<file path="src/hw/rtl/histogram_threshold_selector_assert.svh">
// Assertion macros shared by the histogram threshold selector RTL.
`ifndef HISTOGRAM_THRESHOLD_SELECTOR_ASSERT_SVH
`define HISTOGRAM_THRESHOLD_SELECTOR_ASSERT_SVH

// Consequent must hold in the same cycle as the antecedent.
`define HTS_ASSERT_NOW(label, ante, cons, msg) \
  label: assert property (@(posedge clk) disable iff (rst) (ante) |-> (cons)) \
    else $error(msg);

// Consequent must hold in the cycle after the antecedent.
`define HTS_ASSERT_NEXT(label, ante, cons, msg) \
  label: assert property (@(posedge clk) disable iff (rst) (ante) |=> (cons)) \
    else $error(msg);

`endif

</file>
<file path="src/hw/rtl/hts_pkg.sv">
// Types and constants of the histogram threshold selector.
`default_nettype none
package hts_pkg;
  localparam int BINS          = 256;
  localparam int COUNT_BITS    = 24;
  localparam int IDX_BITS      = $clog2(BINS);
  localparam int NCNT_BITS     = IDX_BITS + 1;
  localparam int TOTAL_BITS    = 32;
  localparam int ACC_BITS      = 32;
  localparam int SUM_BITS      = ACC_BITS + IDX_BITS;
  localparam int PROD_BITS     = 2 * ACC_BITS;
  localparam int AUX_BITS      = 2 * IDX_BITS;
  localparam int SCORE_BITS    = AUX_BITS + COUNT_BITS + 3;
  localparam int THR_BITS      = 10;
  localparam int STATUS_BITS   = 2;
  localparam int QFRAC_BITS    = 16;
  localparam int ITER_BITS     = 8;
  localparam int METHOD_BITS   = 2;
  localparam int CFG_INDEX_BITS = 2;
  localparam int CFG_DATA_BITS = 16;
  localparam int DIV_STEP_BITS = $clog2(SUM_BITS + 1);

  localparam logic [NCNT_BITS-1:0] BINS_N = NCNT_BITS'(BINS);

  typedef enum logic [METHOD_BITS-1:0] {
    METH_MEAN,
    METH_QUANTILE,
    METH_TWO_PEAKS,
    METH_ITERATIVE
  } method_t;

  localparam logic [STATUS_BITS-1:0] ST_OK    = 2'd0;
  localparam logic [STATUS_BITS-1:0] ST_EMPTY = 2'd1;
  localparam logic [STATUS_BITS-1:0] ST_CAP   = 2'd2;

  localparam logic [CFG_INDEX_BITS-1:0] CFG_METHOD = 2'd0;
  localparam logic [CFG_INDEX_BITS-1:0] CFG_QFRAC  = 2'd1;
  localparam logic [CFG_INDEX_BITS-1:0] CFG_MAXIT  = 2'd2;

  localparam logic [QFRAC_BITS-1:0] QFRAC_RESET = 16'h8000;
  localparam logic [ITER_BITS-1:0]  MAXIT_RESET = 8'd64;

  typedef struct packed {
    logic [COUNT_BITS-1:0] bin_count;
    logic                  last_bin;
  } in_item_t;

  typedef struct packed {
    logic signed [THR_BITS-1:0] threshold;
    logic [STATUS_BITS-1:0]     status;
  } out_item_t;

  typedef struct packed {
    logic                start;
    logic [SUM_BITS-1:0] num;
    logic [ACC_BITS-1:0] den;
  } div_req_t;

  typedef struct packed {
    logic                done;
    logic [SUM_BITS-1:0] quo;
    logic [ACC_BITS-1:0] rem;
  } div_resp_t;
endpackage
`default_nettype wire

</file>
<file path="src/hw/rtl/hts_div.sv">
// Bit-serial restoring divider, one quotient bit per cycle.
`default_nettype none
module hts_div (
  input  logic               clk,
  input  logic               rst,
  input  hts_pkg::div_req_t  req,
  output hts_pkg::div_resp_t resp
);
  import hts_pkg::*;

  logic                     busy;
  logic                     done;
  logic [DIV_STEP_BITS-1:0] step;
  logic [SUM_BITS-1:0]      quo;
  logic [ACC_BITS-1:0]      rem;
  logic [ACC_BITS-1:0]      den;
  logic [ACC_BITS:0]        trial;
  logic [ACC_BITS:0]        diff;
  logic                     fits;

  // partial remainder with the next dividend bit shifted in
  assign trial = {rem, quo[SUM_BITS-1]};
  assign fits  = trial >= {1'b0, den};
  assign diff  = trial - {1'b0, den};

  always_ff @(posedge clk) begin
    if (rst) begin
      busy <= 1'b0;
      done <= 1'b0;
      step <= '0;
    end else begin
      done <= busy && !req.start && (step == DIV_STEP_BITS'(SUM_BITS - 1));
      if (req.start) begin
        busy <= 1'b1;
        step <= '0;
        quo  <= req.num;
        rem  <= '0;
        den  <= req.den;
      end else if (busy) begin
        quo  <= {quo[SUM_BITS-2:0], fits};
        rem  <= fits ? diff[ACC_BITS-1:0] : trial[ACC_BITS-1:0];
        step <= step + 1'b1;
        if (step == DIV_STEP_BITS'(SUM_BITS - 1)) begin
          busy <= 1'b0;
        end
      end
    end
  end

  assign resp.done = done;
  assign resp.quo  = quo;
  assign resp.rem  = rem;
endmodule
`default_nettype wire

</file>
<file path="config.mk">
export PLATFORM = sky130hd
export DESIGN_NAME = hts_div
export DESIGN_NICKNAME = d
export VERILOG_FILES = /design/src/hw/rtl/histogram_threshold_selector_assert.svh /design/src/hw/rtl/hts_pkg.sv /design/src/hw/rtl/hts_div.sv
export SDC_FILE = /design/constraint.sdc
export NUM_CORES = 1
export LEC_CHECK = 0
export ABC_AREA = 1
export BUFFER_PORTS_ARGS = -buffer_cell sky130_fd_sc_hd__clkbuf_2
export CAP_MARGIN = 20
export CORE_MARGIN = 3
export CORE_UTILIZATION = 61
export DETAILED_ROUTE_END_ITERATION = 8
export PLACE_DENSITY = 0.91
export REMOVE_ABC_BUFFERS = 1
export SLEW_MARGIN = 20
export SYNTH_ARGS = -nofsm -noshare
export SYNTH_HDL_FRONTEND = slang
export SYNTH_SLANG_ARGS = --single-unit
export TNS_END_PERCENT = 20
</file>
<file path="constraint.sdc">
create_clock -name clk -period 7.2 [get_ports clk]
set_input_delay 0.72 -clock clk [delete_from_list [all_inputs] [get_ports clk]]
set_output_delay 0.72 -clock clk [all_outputs]
set_load 0.005 [all_outputs]
</file>
==> qor.yml <==
job:
  maxCapViolCount: 0
place:
  routabilityCongestion: 0.957
  dp.cells: 1335
  post_dp_cell_area_sq_mm: 0.00839
  portBuffers: 147
  place_hpwl_mm: 14.3
sta:
  rsz0062_at_grt: "false"
  fin_crit_ps: 3700
  fmax_ghz: 0.270
  timing.setup.tns_ps: 0
  max_slew_margin: 0.353
  setup_violations: 0
  hold_viol: 0
  slew_violations: 0
  timing.final.crit_share: 0.514
  fin_worst_skew_ps: 12.1
  worst_pin_slew_ps: 969
global_route:
  first_global_vias: 6478
  use_met3: 0.0670
  grt_max_degree: 74
  grt_pass1_wl_mm: 30.2
  busiest_layer: "met2"
  grtUsageMet1: 0.325
  grt_usage: 0.270
  grt_overflow: 0
  antenna_found_initial: 0
  grt_util_met2: 0.484
layout:
  multi_input_area_sq_mm: 0.00339
  nets: 1287
  fin_util: 0.721
  fill_cells: 971
  final_cell_area_sq_mm: 0.00870
  seq_area_sq_mm: 0.00328
  syn2layout_area_growth_pct: 15.1
  final_cells: 1351
  diodes: 0
  drive_gt1_frac: 0.182
worst_setup_path:
  cp.required_ps: 7180
  reg2reg_depth: 10
  cp_slowest_cell: "nor2_4"
  timing.rr.start: "rem[25]$_SDFFCE_PP0P_"
  critPathKind: "input port to register"
  cp-start-kind: "input port"
  startpoint: "req[72]"
  crit_path_max_fanout: 73
  path_cells: "clkbuf_2 > inv_2 > buf_4 > nor2_4 > inv_1 > nand2_2 > buf_4"
  slowest_delay_ps: 820
  endpoint_kind: "register"
  path_buf_inv: 5
  critPathTopFamily: "buffers and inverters"
  cp.arrival_ps: 3680
  cp.depth: 7
  path_common_cell: "buf_4"
logic_synthesis:
  avgSynthCellArea_sq_um: 7.28
  yosysTopAreaCell: "edfxtp_1"
  synth_edf_count: 104
  synth_cells: 1038
  synth_top_flop_cell: "edfxtp_1"
  yosysTopAreaCellShare: 0.413
  ys_seq_area_frac: 0.434
  synth.area.top_cells: "edfxtp_1 (41%), nand2_1 (21%), inv_1 (9.7%), ha_1 (5.5%), nor2_1 (4.9%)"
  synth_warnings: 0
  synth.distinct_cells: 40
  synth-async-reset-ratio: 0
  ys_ff_latch: 112
  synth_area_sq_mm: 0.00756
power_and_ir_drop:
  ir_worst_vdd_v: 0.000195
  leakage_nw: 4.76
  total_power_mw: 2.03
  p_per_area_mw_per_mm2: 234
clock_network:
  cts_buffers: 9
  clk_pin_slew_ps: 80
  clock-sinks: 112
  cts-root-buf: "clkbuf_16"
  holdBufCountCts: 0
  clock_latency_ps: 360
  cts_setup_buffers: 0
  cts_resized: 0
  cts.htree.levels: 3
  tritoncts: "done"
  cts.path.max_buffers: 2
min_path:
  hold_depth: 2
  hp-start: "step[1]$_SDFFE_PP0P_"
  hp-class: "register to register"
routing:
  drt-total-wl_mm: 18.6
  drc: 0
  via_count: 6677
  ant_nets: 0
  drt_pre_antenna_iters: 5
  vias_per_cell: 4.94
  detail_route.wl_per_cell_microns: 13.8
  drtIter0Drc: 372
floorplanning:
  dieHeight_microns: 117
  die_w_microns: 117
  placementRows: 40
  io_pins: 148
  die_area_sq_mm: 0.0138
  initial_utilization: 0.627
  core-area_sq_mm: 0.0121
outcome:
  status: "finished, final reports clean"
==> layout make-up <==
cell class                 instances  share of cell area
multi-input combinational        705               0.390
sequential                       112               0.377
inverter                         201              0.0867
timing repair buffer             149              0.0863
clock buffer                      10              0.0263
tap                              168              0.0242
clock inverter                     6             0.00906
==> metrics by stage <==
| step | hold WS (ps) | setup slack (ps) |
|---|---|---|
| 5_1_grt | 517 | 3250 |
| 3_5_place_dp | 481 | 3080 |
| 3_3_place_gp | 468 | 3300 |
| 6_report | 494 | 3500 |
| 2_1_floorplan | 456 | 2490 |
| 4_1_cts | 494 | 3460 |
==> flip-flops by register name (all words and copies together) (netlist names) <==
name	count
step	6
quo	40
rem	32
den	32
busy	1
done	1
==> logic make-up (layout without fill, tap and decap cells) <==
group,count (synthesis),after routing,synth area share
AO/OA/AOI/OAI,24,24,0.0170
XOR/XNOR,15,15,0.0174
adder cells (fa/ha/maj),34,34,0.0573
buffers and inverters,221,366,0.119
flip-flops,112,112,0.434
AND/OR/NAND/NOR,632,632,0.355
==> power by group <==
part / internal [mW] / switching (mW) / total (mW)
Combinational: 0.236 / 0.431 / 0.667
Clock: 0.279 / 0.250 / 0.530
Sequential: 0.795 / 0.0419 / 0.837
Total: 1.31 / 0.723 / 2.03
==> final timing paths <==
| kind | slack [ps] | to |
|---|---|---|
| setup / recovery | 3500 | rem[10]$_SDFFCE_PP0P_ |
| setup reg to reg | 4630 | rem[22]$_SDFFCE_PP0P_ |
| hold reg to reg | 490 | step[1]$_SDFFE_PP0P_ |
| hold / removal | 490 | step[1]$_SDFFE_PP0P_ |
==> worst register-to-register path, cell delays in order (launching register included) <==
cell and delay [ps]:
edfxtp_1 440, ha_1 380, a21oi_1 240, nor2_1 100, o21bai_1 190, inv_1 130, nor2_8 410, nand2_8 210
nand2_1 110, nand2_1 50, nor2_1 150
==> cell usage in the layout, fill, tap and decap left out, types with 2 or more instances in the layout <==
cell type / netlist / layout
o21ai_0: 2 / 2
nor3_1: 4 / 4
nor2_4: 3 / 5
nor2_2: 16 / 15
nand2_2: 18 / 19
dfxtp_1: 8 / 8
edfxtp_1: 104 / 104
nand4_1: 7 / 7
inv_1: 196 / 196
inv_2: 4 / 4
clkbuf_2: 0 / 147
buf_4: 2 / 2
nor2_1: 99 / 98
inv_6: 0 / 3
clkbuf_16: 0 / 9
inv_8: 0 / 2
xor2_1: 14 / 14
a21oi_1: 18 / 18
nand3_1: 48 / 48
and2_1: 6 / 6
nand2_1: 415 / 414
nand3b_1: 5 / 5
o21bai_1: 2 / 2
nor3b_1: 3 / 3
ha_1: 33 / 33
==> Yosys cell counts (2+ instances only) <==
master	number
nor2_1	99
dfxtp_1	8
nor3_1	4
nand4_1	7
buf_4	2
nand3b_1	5
and2_1	6
o21ai_0	2
clkbuf_1	7
ha_1	33
nor2_4	3
buf_6	4
nand2_2	18
edfxtp_1	104
nor3b_1	3
nand2_1	415
nor2_2	16
o21bai_1	2
nand3_1	48
inv_1	196
a21oi_1	18
inv_2	4
buf_2	4
xor2_1	14
==> routing by layer <==
metal,up-vias,part of all wire
li1,3439,-
met1,2994,0.42
met2,226,0.50
met3,18,0.068
met4,0,0.013
met5,-,0
No activity file was read; power rests on OpenSTA's default activity.
